## config.mk

```make
export PLATFORM = sky130hd
export DESIGN_NAME = bootp_vendor_option_parser_top
export DESIGN_NICKNAME = d
export VERILOG_FILES = /design/src/hw/rtl/bvop_pkg.sv /design/src/hw/rtl/bvop_fifo.sv /design/src/hw/rtl/bvop_front.sv /design/src/hw/rtl/bvop_back.sv /design/src/hw/rtl/bootp_vendor_option_parser_top.sv
export SDC_FILE = /design/constraint.sdc
export NUM_CORES = 1
export LEC_CHECK = 0
export BUFFER_PORTS_ARGS = -buffer_cell sky130_fd_sc_hd__buf_4
export CAP_MARGIN = 40
export CORE_MARGIN = 5
export CORE_UTILIZATION = 54
export DETAILED_ROUTE_END_ITERATION = 8
export PLACE_DENSITY = 0.81
export SLEW_MARGIN = 20
export SYNTH_ARGS = -nofsm -noshare
export SYNTH_HDL_FRONTEND = slang
export SYNTH_SLANG_ARGS = --single-unit
```

## constraint.sdc

```tcl
create_clock -name clock -period 4.1 [get_ports clock]
set_input_delay 0.41 -clock clock [delete_from_list [all_inputs] [get_ports clock]]
set_output_delay 0.41 -clock clock [all_outputs]
set_load 0.02 [all_outputs]
```

## src/hw/rtl/bvop_pkg.sv

```systemverilog
// Shared types and constants for the BOOTP vendor option parser.
`timescale 1ns / 1ps

package bvop_pkg;

   localparam int VEND_BYTES_DEF  = 64;
   localparam int NAME_LIMIT_DEF  = 79;
   localparam int QUEUE_DEPTH_DEF = 4;

   localparam logic [31:0] MAGIC_COOKIE_RESET = 32'h6382_5363;

   // result kinds
   localparam logic [2:0] KIND_OWN_ADDR = 3'd0;
   localparam logic [2:0] KIND_MASK     = 3'd1;
   localparam logic [2:0] KIND_GATEWAY  = 3'd2;
   localparam logic [2:0] KIND_SERVER   = 3'd3;
   localparam logic [2:0] KIND_NAME     = 3'd4;
   localparam logic [2:0] KIND_DONE     = 3'd5;

   // bits of entry_type.present, in output order
   localparam int PIECE_DATA     = 0;
   localparam int PIECE_FALLBACK = 1;
   localparam int PIECE_DONE     = 2;

   // One queued command: up to three results caused by one transaction.
   typedef struct packed {
      logic [2:0]  present;
      logic [2:0]  kind;
      logic [31:0] value;
      logic [7:0]  index;
      logic [31:0] relay;
      logic [1:0]  flags;
   } entry_type;

endpackage

```

## src/hw/rtl/bvop_fifo.sv

```systemverilog
// Small flop-based queue between the parser front and the result back end.
`timescale 1ns / 1ps

module bvop_fifo #(
   parameter int WIDTH = 8,
   parameter int DEPTH = 4
) (
   input  logic             clock,
   input  logic             reset,
   input  logic             push_valid,
   output logic             push_ready,
   input  logic [WIDTH-1:0] push_data,
   output logic             pop_valid,
   input  logic             pop_ready,
   output logic [WIDTH-1:0] pop_data
);

   localparam int PTR_W = (DEPTH > 1) ? $clog2(DEPTH) : 1;
   localparam int CNT_W = $clog2(DEPTH + 1);

   logic [WIDTH-1:0] mem_ff [DEPTH];
   logic [PTR_W-1:0] wr_ptr_ff, wr_ptr_in;
   logic [PTR_W-1:0] rd_ptr_ff, rd_ptr_in;
   logic [CNT_W-1:0] count_ff, count_in;
   logic             do_push, do_pop;

   assign push_ready = (count_ff != CNT_W'(DEPTH));
   assign pop_valid  = (count_ff != '0);
   assign pop_data   = mem_ff[rd_ptr_ff];
   assign do_push    = push_valid && push_ready;
   assign do_pop     = pop_valid && pop_ready;

   always_comb begin
      wr_ptr_in = wr_ptr_ff;
      rd_ptr_in = rd_ptr_ff;
      count_in  = count_ff;
      if (do_push) begin
         wr_ptr_in = (wr_ptr_ff == PTR_W'(DEPTH - 1)) ? '0 : wr_ptr_ff + 1'b1;
      end
      if (do_pop) begin
         rd_ptr_in = (rd_ptr_ff == PTR_W'(DEPTH - 1)) ? '0 : rd_ptr_ff + 1'b1;
      end
      if (do_push && !do_pop) begin
         count_in = count_ff + 1'b1;
      end else if (do_pop && !do_push) begin
         count_in = count_ff - 1'b1;
      end
   end

   always_ff @(posedge clock) begin
      if (reset) begin
         wr_ptr_ff <= '0;
         rd_ptr_ff <= '0;
         count_ff  <= '0;
      end else begin
         wr_ptr_ff <= wr_ptr_in;
         rd_ptr_ff <= rd_ptr_in;
         count_ff  <= count_in;
      end
   end

   always_ff @(posedge clock) begin
      if (do_push) begin
         mem_ff[wr_ptr_ff] <= push_data;
      end
   end

endmodule

```

## src/hw/rtl/bvop_front.sv

```systemverilog
// Parser front: per-transaction option state machine, builds queue entries.
`timescale 1ns / 1ps

module bvop_front #(
   parameter int VEND_BYTES = bvop_pkg::VEND_BYTES_DEF,
   parameter int NAME_LIMIT = bvop_pkg::NAME_LIMIT_DEF
) (
   input  logic                clock,
   input  logic                reset,
   input  logic                csr_we,
   input  logic [31:0]         csr_wdata,
   input  logic                item_accept,
   input  logic                op,
   input  logic [31:0]         your_ip,
   input  logic [31:0]         relay_gateway_ip,
   input  logic [7:0]          vend_byte,
   input  logic                last_byte,
   output logic                push_valid,
   output bvop_pkg::entry_type push_entry
);

   localparam int POS_W = $clog2(VEND_BYTES + 1);

   localparam logic OP_START = 1'b0;

   localparam logic [2:0] PH_COOKIE = 3'd0;
   localparam logic [2:0] PH_TAG    = 3'd1;
   localparam logic [2:0] PH_LEN    = 3'd2;
   localparam logic [2:0] PH_DATA   = 3'd3;
   localparam logic [2:0] PH_STOP   = 3'd4;
   localparam logic [2:0] PH_DONE   = 3'd5;

   localparam logic [7:0] TAG_PAD     = 8'd0;
   localparam logic [7:0] TAG_MASK    = 8'd1;
   localparam logic [7:0] TAG_GATEWAY = 8'd3;
   localparam logic [7:0] TAG_SERVER  = 8'd6;
   localparam logic [7:0] TAG_HOST    = 8'd12;
   localparam logic [7:0] TAG_END     = 8'd255;

   localparam int COOKIE_BYTES = 4;

   logic [31:0]      cookie_ff;
   logic [POS_W-1:0] pos_ff, pos_in;
   logic [2:0]       phase_ff, phase_in;
   logic [7:0]       tag_ff, tag_in;
   logic [7:0]       left_ff, left_in;
   logic [31:0]      acc_ff, acc_in;
   logic [2:0]       wbc_ff, wbc_in;
   logic [7:0]       gw_cnt_ff, gw_cnt_in;
   logic [7:0]       ns_cnt_ff, ns_cnt_in;
   logic [7:0]       name_cnt_ff, name_cnt_in;
   logic [1:0]       flags_ff, flags_in;
   logic [31:0]      relay_ff, relay_in;
   logic [31:0]      acc_shift;
   logic [2:0]       wbc_inc;

   bvop_pkg::entry_type entry;

   assign acc_shift = {acc_ff[23:0], vend_byte};
   assign wbc_inc   = wbc_ff + 3'd1;

   always_comb begin
      pos_in      = pos_ff;
      phase_in    = phase_ff;
      tag_in      = tag_ff;
      left_in     = left_ff;
      acc_in      = acc_ff;
      wbc_in      = wbc_ff;
      gw_cnt_in   = gw_cnt_ff;
      ns_cnt_in   = ns_cnt_ff;
      name_cnt_in = name_cnt_ff;
      flags_in    = flags_ff;
      relay_in    = relay_ff;
      entry       = '0;

      if (op == OP_START) begin
         pos_in              = '0;
         phase_in            = PH_COOKIE;
         tag_in              = '0;
         left_in             = '0;
         acc_in              = '0;
         wbc_in              = '0;
         gw_cnt_in           = '0;
         ns_cnt_in           = '0;
         name_cnt_in         = '0;
         flags_in            = '0;
         relay_in            = relay_gateway_ip;
         entry.present[bvop_pkg::PIECE_DATA] = 1'b1;
         entry.kind          = bvop_pkg::KIND_OWN_ADDR;
         entry.value         = your_ip;
      end else if (phase_ff != PH_DONE) begin
         if (pos_ff < POS_W'(VEND_BYTES)) begin
            pos_in = pos_ff + 1'b1;
            case (phase_ff)
               PH_COOKIE: begin
                  acc_in = acc_shift;
                  if (pos_ff == POS_W'(COOKIE_BYTES - 1)) begin
                     phase_in = (acc_shift == cookie_ff) ? PH_TAG : PH_STOP;
                     acc_in   = '0;
                  end
               end
               PH_TAG: begin
                  if (vend_byte == TAG_END) begin
                     phase_in = PH_STOP;
                  end else if (vend_byte != TAG_PAD) begin
                     tag_in   = vend_byte;
                     phase_in = PH_LEN;
                  end
               end
               PH_LEN: begin
                  left_in = vend_byte;
                  wbc_in  = '0;
                  acc_in  = '0;
                  if (tag_ff == TAG_SERVER) begin
                     flags_in[1] = 1'b1;
                  end
                  phase_in = (vend_byte == 8'd0) ? PH_TAG : PH_DATA;
               end
               PH_DATA: begin
                  left_in = left_ff - 8'd1;
                  if (tag_ff == TAG_MASK) begin
                     // only the first four bytes count; a short mask never emits
                     if (wbc_ff < 3'd4) begin
                        acc_in = acc_shift;
                        wbc_in = wbc_inc;
                        if (wbc_inc == 3'd4) begin
                           entry.present[bvop_pkg::PIECE_DATA] = 1'b1;
                           entry.kind  = bvop_pkg::KIND_MASK;
                           entry.value = acc_shift;
                           flags_in[0] = 1'b1;
                        end
                     end
                  end else if (tag_ff == TAG_GATEWAY || tag_ff == TAG_SERVER) begin
                     acc_in = acc_shift;
                     wbc_in = wbc_inc;
                     if (wbc_inc >= 3'd4) begin
                        wbc_in = '0;
                        entry.present[bvop_pkg::PIECE_DATA] = 1'b1;
                        entry.value = acc_shift;
                        if (tag_ff == TAG_GATEWAY) begin
                           if (gw_cnt_ff != 8'd255) begin
                              gw_cnt_in = gw_cnt_ff + 8'd1;
                           end
                           entry.kind  = bvop_pkg::KIND_GATEWAY;
                           entry.index = gw_cnt_in;
                        end else begin
                           if (ns_cnt_ff != 8'd255) begin
                              ns_cnt_in = ns_cnt_ff + 8'd1;
                           end
                           entry.kind  = bvop_pkg::KIND_SERVER;
                           entry.index = ns_cnt_in;
                        end
                     end
                  end else if (tag_ff == TAG_HOST) begin
                     // a zero byte ends the name for the rest of the reply
                     if (vend_byte == 8'd0) begin
                        name_cnt_in = 8'd255;
                     end else if (name_cnt_ff < 8'(NAME_LIMIT)) begin
                        name_cnt_in = name_cnt_ff + 8'd1;
                        entry.present[bvop_pkg::PIECE_DATA] = 1'b1;
                        entry.kind  = bvop_pkg::KIND_NAME;
                        entry.value = {24'd0, vend_byte};
                     end
                  end
                  if (left_in == 8'd0) begin
                     phase_in = PH_TAG;
                  end
               end
               default: begin
               end
            endcase
         end
         if (last_byte) begin
            entry.present[bvop_pkg::PIECE_FALLBACK] = (gw_cnt_in == 8'd0);
            entry.present[bvop_pkg::PIECE_DONE]     = 1'b1;
            entry.relay = relay_ff;
            entry.flags = flags_in;
            phase_in    = PH_DONE;
         end
      end
   end

   assign push_valid = item_accept && (entry.present != '0);
   assign push_entry = entry;

   always_ff @(posedge clock) begin
      if (reset) begin
         cookie_ff <= bvop_pkg::MAGIC_COOKIE_RESET;
      end else if (csr_we) begin
         cookie_ff <= csr_wdata;
      end
   end

   always_ff @(posedge clock) begin
      if (reset) begin
         pos_ff      <= '0;
         phase_ff    <= PH_COOKIE;
         tag_ff      <= '0;
         left_ff     <= '0;
         acc_ff      <= '0;
         wbc_ff      <= '0;
         gw_cnt_ff   <= '0;
         ns_cnt_ff   <= '0;
         name_cnt_ff <= '0;
         flags_ff    <= '0;
         relay_ff    <= '0;
      end else if (item_accept) begin
         pos_ff      <= pos_in;
         phase_ff    <= phase_in;
         tag_ff      <= tag_in;
         left_ff     <= left_in;
         acc_ff      <= acc_in;
         wbc_ff      <= wbc_in;
         gw_cnt_ff   <= gw_cnt_in;
         ns_cnt_ff   <= ns_cnt_in;
         name_cnt_ff <= name_cnt_in;
         flags_ff    <= flags_in;
         relay_ff    <= relay_in;
      end
   end

endmodule

```

## src/hw/rtl/bvop_back.sv

```systemverilog
// Result back end: unpacks queue entries into single results on the output register.
`timescale 1ns / 1ps

module bvop_back (
   input  logic                clock,
   input  logic                reset,
   input  logic                pop_valid,
   output logic                pop_ready,
   input  bvop_pkg::entry_type pop_entry,
   output logic                rsp_tvalid,
   input  logic                rsp_tready,
   output logic [39:0]         rsp_tdata,
   output logic                rsp_tlast,
   output logic [2:0]          rsp_tuser
);

   logic        valid_ff, valid_in;
   logic [2:0]  kind_ff, kind_in;
   logic [31:0] value_ff, value_in;
   logic [7:0]  index_ff, index_in;
   logic        last_ff, last_in;
   logic [2:0]  used_ff, used_in;
   logic [2:0]  remaining;
   logic [2:0]  sel;
   logic        load;
   logic        final_piece;

   assign remaining   = pop_entry.present & ~used_ff;
   assign sel         = remaining & (~remaining + 3'd1);
   assign final_piece = ((remaining & ~sel) == 3'd0);
   assign load        = pop_valid && (!valid_ff || rsp_tready);
   assign pop_ready   = load && final_piece;

   always_comb begin
      valid_in = valid_ff;
      kind_in  = kind_ff;
      value_in = value_ff;
      index_in = index_ff;
      last_in  = last_ff;
      used_in  = used_ff;
      if (rsp_tready) begin
         valid_in = 1'b0;
      end
      if (load) begin
         valid_in = 1'b1;
         last_in  = final_piece;
         used_in  = final_piece ? 3'd0 : (used_ff | sel);
         if (sel[bvop_pkg::PIECE_DATA]) begin
            kind_in  = pop_entry.kind;
            value_in = pop_entry.value;
            index_in = pop_entry.index;
         end else if (sel[bvop_pkg::PIECE_FALLBACK]) begin
            kind_in  = bvop_pkg::KIND_GATEWAY;
            value_in = pop_entry.relay;
            index_in = 8'd1;
         end else begin
            kind_in  = bvop_pkg::KIND_DONE;
            value_in = {30'd0, pop_entry.flags};
            index_in = 8'd0;
         end
      end
   end

   always_ff @(posedge clock) begin
      if (reset) begin
         valid_ff <= 1'b0;
         used_ff  <= '0;
      end else begin
         valid_ff <= valid_in;
         used_ff  <= used_in;
      end
   end

   always_ff @(posedge clock) begin
      kind_ff  <= kind_in;
      value_ff <= value_in;
      index_ff <= index_in;
      last_ff  <= last_in;
   end

   assign rsp_tvalid = valid_ff;
   assign rsp_tdata  = {index_ff, value_ff};
   assign rsp_tlast  = last_ff;
   assign rsp_tuser  = kind_ff;

endmodule

```

## src/hw/rtl/bootp_vendor_option_parser_top.sv

```systemverilog
// Top level of the BOOTP vendor option parser.
`timescale 1ns / 1ps

// Parses one BOOTP reply per run. The req channel carries a start transaction
// (tuser 0) with the assigned and relay gateway addresses, then vendor bytes
// (tuser 1) one per transaction, tlast on the final byte of the reply.
// The rsp channel returns results: own address, subnet mask, numbered
// gateways and name servers, host name characters and a closing done item
// with flags. tlast marks the last result caused by one req transaction.
// csr_we/csr_wdata load the expected magic cookie; write only while idle.
// A result is held in the queue and then in the output register. The front
// takes one transaction per cycle while the queue has room; the back end
// drives one result per cycle while rsp_tready is high. The QUEUE_DEPTH-entry
// queue absorbs the up to three results of a closing byte (data, fallback, done).
// When rsp_tready is low the queue fills and req_tready drops once it is full.
// Reset (synchronous) empties the queue, clears the parse state as for a
// reply with relay gateway zero and restores the default magic cookie.

module bootp_vendor_option_parser_top #(
   parameter int VEND_BYTES  = bvop_pkg::VEND_BYTES_DEF,
   parameter int NAME_LIMIT  = bvop_pkg::NAME_LIMIT_DEF,
   parameter int QUEUE_DEPTH = bvop_pkg::QUEUE_DEPTH_DEF
) (
   input  logic        clock,
   input  logic        reset,
   input  logic        csr_we,
   input  logic [31:0] csr_wdata,
   input  logic        req_tvalid,
   output logic        req_tready,
   input  logic [71:0] req_tdata,   // your_ip, relay_gateway_ip, vend_byte
   input  logic        req_tlast,   // last_byte
   input  logic        req_tuser,   // op
   output logic        rsp_tvalid,
   input  logic        rsp_tready,
   output logic [39:0] rsp_tdata,   // value, index
   output logic        rsp_tlast,   // last result of one req transaction
   output logic [2:0]  rsp_tuser    // kind
);

   localparam int ENTRY_W = $bits(bvop_pkg::entry_type);

   logic                item_accept;
   logic                push_valid;
   logic                push_ready;
   logic                pop_valid;
   logic                pop_ready;
   bvop_pkg::entry_type push_entry;
   bvop_pkg::entry_type pop_entry;

   assign req_tready  = push_ready;
   assign item_accept = req_tvalid && req_tready;

   bvop_front #(
      .VEND_BYTES (VEND_BYTES),
      .NAME_LIMIT (NAME_LIMIT)
   ) u_front (
      .clock            (clock),
      .reset            (reset),
      .csr_we           (csr_we),
      .csr_wdata        (csr_wdata),
      .item_accept      (item_accept),
      .op               (req_tuser),
      .your_ip          (req_tdata[31:0]),
      .relay_gateway_ip (req_tdata[63:32]),
      .vend_byte        (req_tdata[71:64]),
      .last_byte        (req_tlast),
      .push_valid       (push_valid),
      .push_entry       (push_entry)
   );

   bvop_fifo #(
      .WIDTH (ENTRY_W),
      .DEPTH (QUEUE_DEPTH)
   ) u_queue (
      .clock      (clock),
      .reset      (reset),
      .push_valid (push_valid),
      .push_ready (push_ready),
      .push_data  (push_entry),
      .pop_valid  (pop_valid),
      .pop_ready  (pop_ready),
      .pop_data   (pop_entry)
   );

   bvop_back u_back (
      .clock      (clock),
      .reset      (reset),
      .pop_valid  (pop_valid),
      .pop_ready  (pop_ready),
      .pop_entry  (pop_entry),
      .rsp_tvalid (rsp_tvalid),
      .rsp_tready (rsp_tready),
      .rsp_tdata  (rsp_tdata),
      .rsp_tlast  (rsp_tlast),
      .rsp_tuser  (rsp_tuser)
   );

`ifndef NO_ASSERTIONS
   // the front only queues work for a transaction it accepted, so never into a full queue
   a_push_has_room: assert property (@(posedge clock) disable iff (reset)
      push_valid |-> push_ready)
      else $error("queue push while full");

   a_done_closes_run: assert property (@(posedge clock) disable iff (reset)
      (rsp_tvalid && rsp_tuser == bvop_pkg::KIND_DONE) |-> rsp_tlast)
      else $error("done result without end of run");

   a_own_addr_alone: assert property (@(posedge clock) disable iff (reset)
      (rsp_tvalid && rsp_tuser == bvop_pkg::KIND_OWN_ADDR) |->
      (rsp_tlast && rsp_tdata[39:32] == 8'd0))
      else $error("own address result malformed");

   a_kind_range: assert property (@(posedge clock) disable iff (reset)
      rsp_tvalid |-> (rsp_tuser <= bvop_pkg::KIND_DONE))
      else $error("result kind out of range");
`endif

endmodule
```

==> reports/qor.yml <==
sta:
  worst_slew_pin_slew_ns: 0.855
  fmax_mhz: 299
  min_period_ns: 3.34
  fin_setup_tns_ns: 0
  hold_violations: 0
  clock_skew_ns: 0.0283
  rsz0062_at_grt: "no"
  max_slew_margin_pct: 43.0
  hold_ws_ns: 0.0418
  finalSetupViolations: 0
  drv_slew: 0
  fin_crit_sh_pct: 81.4
  fin_ws_ns: 0.761
cts:
  clock-root-buffer: "clkbuf_16"
  cts_buffers: 50
  cts_resized: 0
  holdBufCountCts: 0
  clockBufferDepth: 3
  cts.sinks: 520
  cts_tree: "built"
  clock_latency_ns: 0.59
  post_cts.repair.setup_buffers: 0
  ctsHtreeMaxLevel: 2
  clk_pin_slew_ns: 0.06
power:
  p_clk_share_pct: 32.1
  p_int_w: 0.0106
  seqPwrFrac_pct: 44.5
  power_frac_comb_pct: 23.4
  powerDensity_nw_per_um2: 593
  vdd_drop_max_uv: 467
  p_switching_w: 0.00423
  leakage_nw: 8.81
  netSwitchingFraction_pct: 28.6
synthesis:
  synth_edf_count: 364
  async_reset_ff_share_pct: 0
  ys_seq_elements: 520
  avgSynthCellArea_sq_um: 14.1
  yosysWarnings: 0
  syn_area_sq_um: 21500
  syn_nets: 1649
  syn_inst: 1523
  synth-seq-area-share_pct: 65.3
  synthDistinctLibCells: 85
  ys.flop_type: "edfxtp_1"
worst_setup_path:
  crit_arrival_ns: 3.84
  endpoint_kind: "flop"
  crit_type: "reg -> reg"
  rr_worst_depth: 10
  startpoint_type: "flop"
  required_ns: 4.60
  crit_path_cell_trace: "mux4_2 > nand2b_1 > maj3_1 > nand2_1 > ha_1 > inv_1 > fa_1 > xor2_1 > or3_1 > a21oi_1"
  cp_slowest_stage_delay_ns: 0.68
  cp_max_fo: 33
  cpMaxStageDelayCell: "dfxtp_4"
placement:
  dp_hpwl_um: 33700
  placed_cell_area_sq_um: 23300
  port_buffers: 156
  pre_cts_ws_ns: 0.827
  place_congestion: 0.894
global_route:
  grt_pass1_wl_um: 81800
  grt_max_degree: 81
  grt_pass1_vias: 13900
  grt_overflow: 0
  antenna_found_initial: 0
  grt_usage_pct: 24.0
routing:
  drt_iter0_drc: 1487
  drtAntennaViolNets: 0
  drc_errors: 0
  drtPass1Iterations: 5
  num_vias: 13700
  wire_per_inst_um: 23.9
  vias_per_cell: 6.15
  totalWireLength_um: 53300
die:
  die_area_sq_um: 44000
  core_sq_um: 39600
  start_util_pct: 54.3
  row_count: 73
  dieWidth_um: 210
  die_h_um: 210
  ioPinCount: 157
layout:
  fin_util_pct: 63.0
  area_growth_pct: 15.9
  n_antenna_cell: 0
  fin_area_sq_um: 25000
  drive_gt1_share_pct: 21.9
  fin_nets: 1792
min_path:
  min_path_cells: 3
  holdCritPathClass: "in -> reg"
job:
  maxCapViolCount: 0
outcome:
  status: "complete, no violations"
## flip-flops by register name, indices dropped and copies added, names as in the netlist, 2 cells and up, named ones only
name / count
u_back.index_ff: 8
u_front.ns_cnt_ff: 8
u_front.left_ff: 8
u_front.tag_ff: 8
u_front.flags_ff: 2
u_back.value_ff: 32
u_back.rsp_tuser: 3
u_front.relay_ff: 32
u_front.acc_ff: 24
u_front.name_cnt_ff: 8
u_front.pos_ff: 7
u_front.phase_ff: 3
u_queue.wr_ptr_ff: 2
u_front.wbc_ff: 3
u_front.cookie_ff: 32
u_back.used_ff: 3
u_queue.rd_ptr_ff: 2
u_queue.mem_ff: 320
u_queue.count_ff: 3
u_front.gw_cnt_ff: 8
## worst max-delay path, delay by kind of cell (launching register included)
kind | cells | cell delay [ns]
adder cells (fa/ha/maj) | 3 | 1.14
flip-flops | 1 | 0.68
XOR/XNOR | 1 | 0.19
AND/OR/NAND/NOR | 3 | 0.73
buffers and inverters | 1 | 0.07
multiplexers | 1 | 0.30
AO/OA/AOI/OAI | 1 | 0.14
## cell usage after synthesis (7+ instances only)
cell,instances,share of area (%)
a211oi_1,9,0.31
a21oi_1,92,2.1
a22o_1,85,3.5
a22oi_1,10,0.35
a31oi_1,7,0.20
and2_1,44,1.3
and3_1,15,0.44
buf_1,9,0.16
buf_2,7,0.16
clkbuf_1,63,1.1
dfxtp_1,156,15
edfxtp_1,364,51
ha_1,14,0.81
inv_1,16,0.28
mux2i_1,39,1.8
mux4_2,80,8.4
nand2_1,139,2.4
nand2b_1,11,0.32
nand3_1,31,0.72
nand4_1,12,0.35
nor2_1,91,1.6
nor3_1,18,0.42
nor4_1,14,0.41
o21ai_0,29,0.67
o31ai_1,9,0.31
xnor2_1,9,0.37
xor2_1,38,1.5
## power by group through the flow
stage / sequential (W) / combinational [W] / clock (W)
after floorplan: 0.00689 / 0.00196 / 0
after global placement: 0.00667 / 0.00329 / 0
after detailed placement: 0.00669 / 0.00346 / 0
after CTS: 0.00659 / 0.00350 / 0.00481
after global routing: 0.00663 / 0.00370 / 0.00507
final: 0.00659 / 0.00347 / 0.00475
## worst paths after layout
| check | from | endpoint | slack (ns) |
|---|---|---|---|
| hold / removal | csr_wdata[0] | u_front.cookie_ff[0]$_SDFFE_PP1P_ | 0.04 |
| setup / recovery | flop | u_queue.count_ff[2]$_SDFFE_PP0P_ | 0.76 |
| hold reg to reg | u_front.relay_ff[29]$_SDFFE_PP0P_ | u_front.relay_ff[29]$_SDFFE_PP0P_ | 0.45 |
| setup reg to reg | flop | u_queue.count_ff[2]$_SDFFE_PP0P_ | 0.76 |
## layout by cell type, fill, tap and decap left out, types with 14 or more instances in the layout
cell / instances
a21oi_1: 91
a22o_1: 85
and2_1: 44
buf_4: 176
clkbuf_16: 51
dfxtp_1: 154
edfxtp_1: 364
ha_1: 14
inv_1: 16
mux2i_1: 39
mux4_2: 80
nand2_1: 139
nand3_1: 31
nor2_1: 89
nor3_1: 18
nor4_1: 14
o21ai_0: 29
xor2_1: 38
## routing by layer
layer,vias to the layer above,GRT usage (%),part of all wire (%)
li1,6137,-,-
met1,6811,32.9,40
met4,0,8.66,3.4
met5,-,0,0
met2,663,38.8,48
met3,108,4.47,7.9
## cell families (layout without fill, tap and decap cells)
logic type	after synthesis	in the layout	synth area share, %
and+or+nand+nor	421	421	9.72
buffers and inverters	109	291	2.38
DFF	520	520	65.3
adders and majority gates	16	16	0.953
AOI/OAI and AO/OA	290	290	9.56
xor gates and xnor gates	47	47	1.91
muxes	120	120	10.2
## cell type report
| cell class | instances | area [sq um] |
|---|---|---|
| clock buffer | 65 | 1350 |
| clock inverter | 26 | 348 |
| fill | 2850 | 14700 |
| inverter | 17 | 63.8 |
| multi-input combinational | 894 | 7030 |
| sequential | 520 | 14100 |
| tap | 525 | 657 |
| timing repair buffer | 183 | 1460 |
## per-stage QoR
stage / total power (W) / instances
CTS: 0.0149 / 2229
finish: 0.0148 / 2230
detailed placement: 0.0102 / 2138
global placement: 0.00996 / 2134
global route: 0.0154 / 2230
floorplan: 0.00885 / 1523
Power figures use the tool's default switching activity.
